$ cat src/rtl/tie_pkg.sv
// ============================================================================
// tie_pkg : shared types and constants of the instruction executor
// Opcodes, field widths, stream packing sizes, the register file write
// port structure and the is_branch opcode test.
// ============================================================================
package tie_pkg;

   localparam int XLEN        = 32;
   localparam int REG_IDX_W   = 5;
   localparam int REG_COUNT   = 32;
   localparam int OPC_W       = 6;
   localparam int LEN_W       = 16;
   localparam int MADDR_W     = 10;
   localparam int REQ_TDATA_W = 80;
   localparam int RSP_TDATA_W = 120;

   localparam logic [OPC_W-1:0] OPC_ADD  = 6'd1;
   localparam logic [OPC_W-1:0] OPC_SUB  = 6'd2;
   localparam logic [OPC_W-1:0] OPC_ADDI = 6'd17;
   localparam logic [OPC_W-1:0] OPC_BNE  = 6'd18;
   localparam logic [OPC_W-1:0] OPC_BEQ  = 6'd19;
   localparam logic [OPC_W-1:0] OPC_BGT  = 6'd20;
   localparam logic [OPC_W-1:0] OPC_BGE  = 6'd21;
   localparam logic [OPC_W-1:0] OPC_JMP  = 6'd33;
   localparam logic [OPC_W-1:0] OPC_LD   = 6'd49;
   localparam logic [OPC_W-1:0] OPC_ST   = 6'd50;

   localparam logic OP_EXEC    = 1'b0;
   localparam logic OP_PRELOAD = 1'b1;

   typedef struct packed {
      logic                 en;
      logic [REG_IDX_W-1:0] idx;
      logic [XLEN-1:0]      data;
   } rf_wr_type;

   function automatic logic is_branch(input logic [OPC_W-1:0] opc);
      is_branch = (opc == OPC_BNE) || (opc == OPC_BEQ) ||
                  (opc == OPC_BGT) || (opc == OPC_BGE);
   endfunction

endpackage

$ cat src/rtl/tie_regfile.sv
// ============================================================================
// tie_regfile : general register file, two registered read ports
// 32 x 32 memory with one write port. Per-entry valid bits give the zero
// reset value; a write landing on the read edge is forwarded.
// ============================================================================
module tie_regfile
   import tie_pkg::*;
(
   input  logic                 clock,
   input  logic                 reset,
   input  logic                 rd_en,
   input  logic [REG_IDX_W-1:0] rd_idx_a,
   input  logic [REG_IDX_W-1:0] rd_idx_b,
   output logic [XLEN-1:0]      rd_data_a,
   output logic [XLEN-1:0]      rd_data_b,
   input  rf_wr_type            wr
);

   logic [XLEN-1:0]      regs_ff [REG_COUNT];
   logic [REG_COUNT-1:0] vld_ff;
   logic [REG_COUNT-1:0] vld_in;

   logic [XLEN-1:0] q_a_ff, q_b_ff;
   logic [XLEN-1:0] byp_ff;
   logic            hit_a_ff, hit_b_ff, hit_a_in, hit_b_in;
   logic            qv_a_ff, qv_b_ff, qv_a_in, qv_b_in;

   always_comb begin
      vld_in = vld_ff;
      if (wr.en) begin
         vld_in[wr.idx] = 1'b1;
      end
   end

   assign hit_a_in = wr.en && (wr.idx == rd_idx_a);
   assign hit_b_in = wr.en && (wr.idx == rd_idx_b);
   assign qv_a_in  = vld_ff[rd_idx_a];
   assign qv_b_in  = vld_ff[rd_idx_b];

   always_ff @(posedge clock) begin
      if (wr.en) begin
         regs_ff[wr.idx] <= wr.data;
      end
      if (rd_en) begin
         q_a_ff <= regs_ff[rd_idx_a];
         q_b_ff <= regs_ff[rd_idx_b];
         byp_ff <= wr.data;
      end
   end

   always_ff @(posedge clock) begin
      if (reset) begin
         vld_ff   <= '0;
         hit_a_ff <= 1'b0;
         hit_b_ff <= 1'b0;
         qv_a_ff  <= 1'b0;
         qv_b_ff  <= 1'b0;
      end else begin
         vld_ff <= vld_in;
         if (rd_en) begin
            hit_a_ff <= hit_a_in;
            hit_b_ff <= hit_b_in;
            qv_a_ff  <= qv_a_in;
            qv_b_ff  <= qv_b_in;
         end
      end
   end

   assign rd_data_a = hit_a_ff ? byp_ff : (qv_a_ff ? q_a_ff : '0);
   assign rd_data_b = hit_b_ff ? byp_ff : (qv_b_ff ? q_b_ff : '0);

endmodule

$ cat config.mk
export PLATFORM = sky130hd
export DESIGN_NAME = tie_regfile
export DESIGN_NICKNAME = d
export VERILOG_FILES = /design/src/rtl/tie_pkg.sv /design/src/rtl/tie_regfile.sv
export SDC_FILE = /design/constraint.sdc
export NUM_CORES = 1
export LEC_CHECK = 0
export BUFFER_PORTS_ARGS = -buffer_cell sky130_fd_sc_hd__clkbuf_2
export CAP_MARGIN = 20
export CORE_AREA = 2 2 336 255
export CTS_CLUSTER_DIAMETER = 30
export DETAILED_ROUTE_END_ITERATION = 10
export DIE_AREA = 0 0 338 257
export PLACE_DENSITY = 0.8
export SLEW_MARGIN = 20
export SYNTH_ARGS = -nofsm -noshare
export SYNTH_HDL_FRONTEND = slang
export SYNTH_SLANG_ARGS = --single-unit
$ cat constraint.sdc
create_clock -name clock -period 3.95 [get_ports clock]
set_input_delay 0.5925 -clock clock [delete_from_list [all_inputs] [get_ports clock]]
set_output_delay 0.5925 -clock clock [all_outputs]
set_load 0.005 [all_outputs]
Word-level counts from Yosys, hierarchy flattened
Memory sizes are Yosys's and may differ from the RTL's. A register that Yosys moved wholly into a read port is not among the register bits. Index checks and enable logic that the tools add are counted. Widths: inputs -> output; s select.

$lt $le $gt $ge: 4. Equal/unequal tests: 2. Mux-type cells: 12. Bitwise operators: 1. Reductions and logical operators: 3.

Operators with widths (number): $mux 32 (4); $or 32x32->32 (1); $lt 5x6->1 const B (3); $bmux 1 s5 (2); $eq 5x5->1 (2); $demux 1 s5 (1); $ge 5x1->1 const B (1); $mux 1 (5); $logic_and 1x1->1 (3).

Flip-flop bits (word level): 68. RAM bits: 1024. Input port bits: 51. Output and inout port bits: 64. Logic and storage cells: 29. Memories: 1.

Memories: regs_ff (words 32, width 32, rd ports 2, clocked after memory_dff 2, write ports 1, line tie_regfile.sv:19) `logic [XLEN-1:0] regs_ff [REG_COUNT];`.

Depth between registers and ports, before layout
Gate-level depths: netlist of run 1.

Depth in word-level cells: 5. Depth in mapped cells: 9. Mapped depth without buffers: 5.

Least setup slack after synthesis of run 1
OpenSTA, ideal clock, no wires.

Path type: input to register. From: input port wr[32] (netlist bit). To: memory regs_ff[28][0] (enable). Data arrival time: 2.791 ns. Path slack: 0.737 ns. Cell stages on the path: 4. Cells stage by stage: clkbuf_1 > or3b_2 > clkbuf_1 > nor2_1.

RTL lines: start, declared (line tie_regfile.sv:16) `input rf_wr_type wr`; end, declared (line tie_regfile.sv:19).

No word-level cell before the write port.

Final worst setup path of run 1
From: register qv_a_ff. To: output port rd_data_a[11].

Longest elaborated chain between the ends: 2.

Ends and longest elaborated chain: start, declared (line tie_regfile.sv:26) `logic qv_a_ff, qv_b_ff, qv_a_in, qv_b_in;`; start signal, assigned (line tie_regfile.sv:63) `qv_a_ff <= qv_a_in;`; $mux 32 (2 in series) (line tie_regfile.sv:69) `assign rd_data_a = hit_a_ff ? byp_ff : (qv_a_ff ? q_a_ff : '0);`; end, declared (line tie_regfile.sv:14) `output logic [XLEN-1:0] rd_data_a,`.

No other way between the ends.

==> results of run 1 <==
==> how the worst min path moves through the flow <==
stage | endpoint | slack [ns] | cells past startpoint | from
final | hit_b_ff$_SDFFE_PP0P_ | 0.24 | 3 | wr[37]
after global routing | hit_b_ff$_SDFFE_PP0P_ | 0.25 | 3 | wr[37]
after CTS | hit_b_ff$_SDFFE_PP0P_ | 0.20 | 3 | wr[37]
after detailed placement | vld_ff[10]$_SDFFE_PP0P_ | 0.49 | 2 | vld_ff[10]$_SDFFE_PP0P_
after global placement | vld_ff[29]$_SDFFE_PP0P_ | 0.47 | 2 | vld_ff[29]$_SDFFE_PP0P_
after floorplan | qv_a_ff$_SDFFE_PP0P_ | 0.46 | 2 | qv_a_ff$_SDFFE_PP0P_
==> synth_stat cells <==
| cell | count |
|---|---|
| a211oi_1 | 2 |
| a21oi_1 | 8 |
| a22o_1 | 64 |
| a22oi_1 | 8 |
| a311oi_1 | 2 |
| and2_1 | 2 |
| and3_1 | 2 |
| buf_1 | 19 |
| buf_2 | 13 |
| buf_4 | 41 |
| buf_6 | 17 |
| clkbuf_1 | 97 |
| dfxtp_1 | 36 |
| edfxtp_1 | 1120 |
| mux2_2 | 64 |
| mux2i_1 | 32 |
| mux4_2 | 640 |
| nand2_1 | 11 |
| nand2b_1 | 6 |
| nand3_1 | 10 |
| nand3b_1 | 5 |
| nand4_1 | 2 |
| nor2_1 | 101 |
| nor2b_1 | 6 |
| nor4_1 | 2 |
| or3_1 | 1 |
| or3b_2 | 3 |
| xnor2_1 | 2 |
| xor2_1 | 8 |
==> worst min-delay path, cell delays in order <==
cell,delay [ns]
clkbuf_2,0.14
nand4_1,0.13
a21oi_1,0.08
==> sequential cells by signal, summed over array words and instances, names as in the netlist <==
signal and flops:
byp_ff 32, hit_a_ff 1, hit_b_ff 1, q_a_ff 32
q_b_ff 32, qv_a_ff 1, qv_b_ff 1, regs_ff 1024
vld_ff 32
==> power by group through the flow <==
stage | sequential [mW] | combinational (mW) | clock, mW
finish | 13.8 | 2.12 | 14.8
global route | 13.8 | 2.22 | 15.4
CTS | 13.8 | 2.12 | 14.9
detailed placement | 14.1 | 2.08 | 0
global placement | 14.0 | 2.03 | 0
floorplan | 14.0 | 1.37 | 0
==> per-stage QoR <==
| step | total power, mW | setup slack (ns) | utilization [%] | cell area (sq um) |
|---|---|---|---|---|
| 6_report | 30.7 | 0.687 | 72.6 | 60600 |
| 2_1_floorplan | 15.4 | 0.737 | - | 52300 |
| 4_1_cts | 30.8 | 0.709 | 72.6 | 60600 |
| 3_5_place_dp | 16.2 | 0.892 | 65.9 | 55000 |
| 5_1_grt | 31.4 | 0.648 | 72.6 | 60600 |
| 3_3_place_gp | 16.1 | 0.903 | 65.9 | 55000 |
==> logic make-up after synthesis <==
family,Yosys count,share of synthesized area [%]
simple gates,151,1.27
compound gates,84,1.33
mux,736,29.6
flops,1156,65.7
buf+inv,187,1.91
xor+xnor,10,0.168
==> layer usage <==
layer  wire length (um)  track usage [%]  up-vias
met3              21200             9.65      465
li1                   -                -    10800
met1              51500             50.5    15500
met5                 45                0        -
met2              71300             53.5     2664
met4               7130             16.0        6
==> layout make-up <==
cell class	instances	area (sq um)
Clock inverter	112	1230
Fill cell	4495	22900
Antenna cell	2	5.00
Clock buffer	189	4350
Multi-Input combinational cell	981	17200
Sequential cell	1156	34400
Timing Repair Buffer	223	2070
Tap cell	1128	1410
==> metrics.txt, run 1 <==
status=complete, no violations; TritonCTS Buffers=162; Clk Latency, worst-skew pair=0.75 ns; Synthesized Nets=2375; type of the worst setup path=flip-flop to output pin; Seq pwr share=45.0%; CORE AREA=0.0835 sq mm; setup TNS=0 ns; DRT antenna net count=0; Synth top area share=64.4%; CTS clk-pin slew, worst paths=0.06 ns; Sw Pwr=7.03 mW; H-tree depth reported by CTS=4; Hold Vio Cnt, Final=0; Synth Instances=2324; flops & latches, synth=1156; reg-to-reg endpoint=q_b_ff[16]$_DFFE_PP_; drt via density=7.76; Nets=approximately 2600; crit path capture type=output pin; dpl cells=between 3000 and 4000; Worst Skew=about 0.024 ns; die extent in x=338 um; DR WL/cell=39.9 um; warning count from the yosys run=0; non-filler cells, final=between 3000 and 4000; initial antenna violation count=3; PostCTS Resize Cnt=0; first-pass GRT wire length=216 mm; Vert. Die Dim=257 um; critical path startpoint=qv_a_ff$_SDFFE_PP0P_; DP Wirelength=76.3 mm; total vias in the final route=approximately 29000; Lkg Pwr=19.4 nW; Final Wtd Congestion=approximately 0.86; Hold WS=about 0.24 ns; R2R depth=3; die area=0.0869 sq mm; reg2reg setup slack=roughly 1.9 ns; CP max FO=18; 1st-iter DRT viols=4817; root buffer cell=clkbuf_16; max_cap viols=0; Hold Buf Count CTS=0; WP buf/inv=2; grt ovf=0; Seq/Total Area, Yosys=roughly two thirds; Clock Tree Buf Depth=3; share of layout cells above drive strength 1=approximately 47%; CP Cell Sequence=nor2b_4 -> buf_12 -> a22o_1 -> clkbuf_2; RSZ-0062 raised after global routing=false; commonest non-fill, non-tap cell in the layout=edfxtp_1; worst hold path class=input port to flip-flop; Tcrit/Tclk final=82.6%; cell taking the most area after synthesis=edfxtp_1; internal power=23.7 mW; cell at the slowest stage of the critical path=nor2b_4; startpoint type of the worst setup path=flip-flop; # DRC=0; minimum clock period=3.26 ns; Clock Power Share=around 48%; Syn-to-layout area delta=15.9%; crit-path max cell delay=roughly 0.80 ns; Max VDD drop=0.489 mV; Worst Tran Pin Value=1.15 ns; Ports=115; largest cells by area after synthesis=edfxtp_1 (64%), mux4_2 (28%), dfxtp_1 (1.4%), mux2_2 (1.4%), a22o_1 (1.1%); Power Dens Cells=508 mW/mm^2; clock sinks=1156; DRT Pass-1 Iters=6; endpoints failing setup=0; largest net degree at the start of global routing=just over 80; CTS tree=built; GRT Total Usage=35.8%; relative slew slack=23.3%; top cell family by delay on the critical path=simple AND/OR/NAND/NOR gates; Worst path depth=4; combinational share of power=6.9%; distinct cell type count after synthesis=29; f_max=306 MHz; postcts setup bufs=0; Worst EP arrival=2.67 ns; worst r2r src=regs_ff[19][16]$_DFFE_PP_; Rows=92; number of global-route vias before repair=30200; Setup crit end=rd_data_a[11]; Slew Viols, Final=0; Initial Util=62.6%; PortBufs=114; Avg Inst Size Synth=22.5 sq um; Critical Path RT=roughly 3.4 ns; most frequent cells in the layout=edfxtp_1 (1120), mux4_2 (640), clkbuf_16 (170), clkbuf_2 (103), nor2_1 (69); Synth Cell Area=0.0523 sq mm; final wirelength=about 150 mm; fraction of power spent switching nets=between 20% and 30%
Note: power is estimated with default switching activity, not from simulation.
==> run 2, diff against run 1 <==
==> constraint.sdc (replaced) <==
create_clock -name clock -period 3.3 [get_ports clock]
set_input_delay 0.495 -clock clock [delete_from_list [all_inputs] [get_ports clock]]
set_output_delay 0.495 -clock clock [all_outputs]
set_load 0.005 [all_outputs]
==> run 2 against run 1 <==
Against the previous run:
- flip-flop and latch count did not move
- first-iteration DRC count fell by 1.8%
- clock skew rose by 0.0057 ns
- critical path type unchanged
==> metrics.txt, run 2 (synthesis results as in run 1) <==
Clk Latency, worst-skew pair=0.76 ns (was 0.75 ns); Tcrit/Tclk final=94.5%; clock sinks=1156 (unchanged); DRT Pass-1 Iters=5 (was 6); die extent in x=338 um (unchanged); H-tree depth reported by CTS=4 (unchanged); drt via density=7.71 (was 7.76); root buffer cell=clkbuf_16 (unchanged); total power=37.5 mW (was 30.7 mW); DP Wirelength=78.3 mm (was 76.3 mm); Worst Skew=0.0302 ns (was 0.0245 ns); crit path capture type=output pin (unchanged); die area=0.0869 sq mm (unchanged); largest reg by FF count=regs_ff (unchanged); setup TNS=0 ns (unchanged); crit-path max cell delay=0.94 ns (was 0.80 ns); worst r2r src=regs_ff[15][25]$_DFFE_PP_ (was regs_ff[19][16]$_DFFE_PP_); share of layout cells above drive strength 1=47.2% (was 46.6%); minimum clock period=around 3.1 ns; dpl cell area=0.0552 sq mm (was 0.0550 sq mm); Power Dens Cells=615 mW/mm^2 (was 508 mW/mm^2); RSZ-0062 raised after global routing=false (unchanged); Multi-input gate area=0.0172 sq mm (about the same); Worst path depth=3 (was 4); Worst Tran Pin Value=1.20 ns (was 1.15 ns); f_max=321 MHz; CTS tree=built (unchanged); 1st-iter DRT viols=4731 (was 4817); Rows=92 (unchanged); total vias in the final route=29600 (was 29400); Worst Hold Depth=3 (unchanged); Vert. Die Dim=257 um (unchanged); Clock Tree Buf Depth=3 (unchanged); Lkg Pwr=19.7 nW (was 19.4 nW); final wirelength=153 mm (was 151 mm); Hold Vio Cnt, Final=0 (unchanged); first-pass GRT wire length=217 mm (was 216 mm); PortBufs=114 (unchanged); commonest non-fill, non-tap cell in the layout=edfxtp_1 (unchanged); startpoint type of the worst setup path=flip-flop (unchanged); grt ovf=0 (unchanged); initial antenna violation count=2 (was 3); Max VDD drop=0.644 mV (was 0.489 mV); endpoints failing setup=0 (unchanged); Initial Util=62.6% (unchanged); WP buf/inv=1 (was 2); DRT antenna net count=0 (unchanged); destination of the worst hold path=hit_a_ff$_SDFFE_PP0P_ (was hit_b_ff$_SDFFE_PP0P_); CP max FO=11 (was 18); top cell family by delay on the critical path=simple AND/OR/NAND/NOR gates (unchanged); reg2reg setup slack=1.28 ns (was 1.93 ns); type of the worst setup path=flip-flop to output pin (unchanged); largest net degree at the start of global routing=51 (was 82); GRT Total Usage=36.1% (was 35.8%); reg-to-reg endpoint=q_a_ff[25]$_DFFE_PP_ (was q_b_ff[16]$_DFFE_PP_); Slew Viols, Final=0 (unchanged); R2R depth=3 (unchanged); CORE AREA=0.0835 sq mm (unchanged); status=complete, no violations (unchanged); Ports=115 (unchanged); Syn-to-layout area delta=16.7% (was 15.9%); fin area=0.0610 sq mm (was 0.0606 sq mm); worst hold path class=input port to flip-flop (unchanged); Worst EP arrival=2.62 ns (was 2.67 ns); CTS clk-pin slew, worst paths=0.06 ns (about the same); TritonCTS Buffers=161 (was 162); max reg flops=1024 (unchanged); most frequent cells in the layout=edfxtp_1 (1120), mux4_2 (640), clkbuf_16 (166), buf_4 (109), clkbuf_2 (103) (was edfxtp_1 (1120), mux4_2 (640), clkbuf_16 (170), clkbuf_2 (103), nor2_1 (69)); relative slew slack=20.2% (was 23.3%); cell at the slowest stage of the critical path=nor2b_2 (was nor2b_4); Critical Path RT=2.80 ns (was 3.36 ns); # DRC=0 (unchanged); FF+latch area=0.0344 sq mm (unchanged); critical hold path startpoint=wr[37] (unchanged); DR WL/cell=39.8 um (was 39.9 um); max_cap viols=0 (unchanged); Final Wtd Congestion=0.872 (was 0.856); CP Cell Sequence=nor2b_2 -> a22o_1 -> clkbuf_2 (was nor2b_4 -> buf_12 -> a22o_1 -> clkbuf_2); number of global-route vias before repair=30600 (was 30200); Hold Buf Count CTS=0 (unchanged); Fill cells=4494 (was 4495); Nets=2614 (was 2575)
==> run 2: cell count changes in the layout (fill, tap and decap cells not counted), sizes merged <==
cell,delta
clkbuf,-1
diode,+2
inv,-17
nor2b,+1
clkinv,-3
bufinv,+14
buf,+39
clkinvlp,+5
==> run 2: through the flow <==
stage	worst slack (ns)	instances	hold slack, ns	util (%)
final	0.182	3831	0.0867	73.0
after detailed placement	0.471	3525	0.489	66.1
after global placement	0.466	3524	0.474	66.1
after CTS	0.274	3827	0.0451	73.0
after global routing	0.234	3827	0.0809	73.0
after floorplan	0.184	2324	0.457	-
==> run 2: worst max path at each step <==
stage | slack, ns | endpoint | startpoint
detailed placement | 0.47 | q_a_ff[12]$_DFFE_PP_ | rd_idx_a[0]
CTS | 0.27 | rd_data_b[29] | qv_b_ff$_SDFFE_PP0P_
finish | 0.18 | rd_data_b[29] | qv_b_ff$_SDFFE_PP0P_
floorplan | 0.18 | regs_ff[28][0]$_DFFE_PP_ | wr[32]
global route | 0.23 | rd_data_b[29] | qv_b_ff$_SDFFE_PP0P_
global placement | 0.47 | q_a_ff[13]$_DFFE_PP_ | rd_idx_a[0]
==> run 2: where the power goes <==
part	internal (mW)	switching (mW)	total [mW]
registers	16.4	0.146	16.6
logic	1.23	1.33	2.56
clock network	11.6	6.80	18.4
==> run 2: worst register-to-register path, stage by stage, from the launching register on <==
cell and delay [ns]:
edfxtp_1 0.42, mux4_2 0.50, mux4_2 0.54, mux2_2 0.29
==> run 2: cell type report <==
cell class / instances / area share [%]
tap: 1128 / 2.32
timing repair buffer: 262 / 3.72
sequential: 1156 / 56.4
clock inverter: 111 / 2.45
multi-input combinational: 982 / 28.2
clock buffer: 188 / 6.98
antenna: 4 / 0.0164
==> run 2: routing by layer <==
layer  wire (um)  GRT usage (%)
met1       51400           49.8
met2       73700           55.5
met3       20100           8.49
met4        7460           17.6
met5          13              0
==> run 2: timing repair <==
item / CTS / global route
gates resized for setup: 0 / 0
setup buffers: 2 / 0
endpoints found under the setup margin: 12 / 0
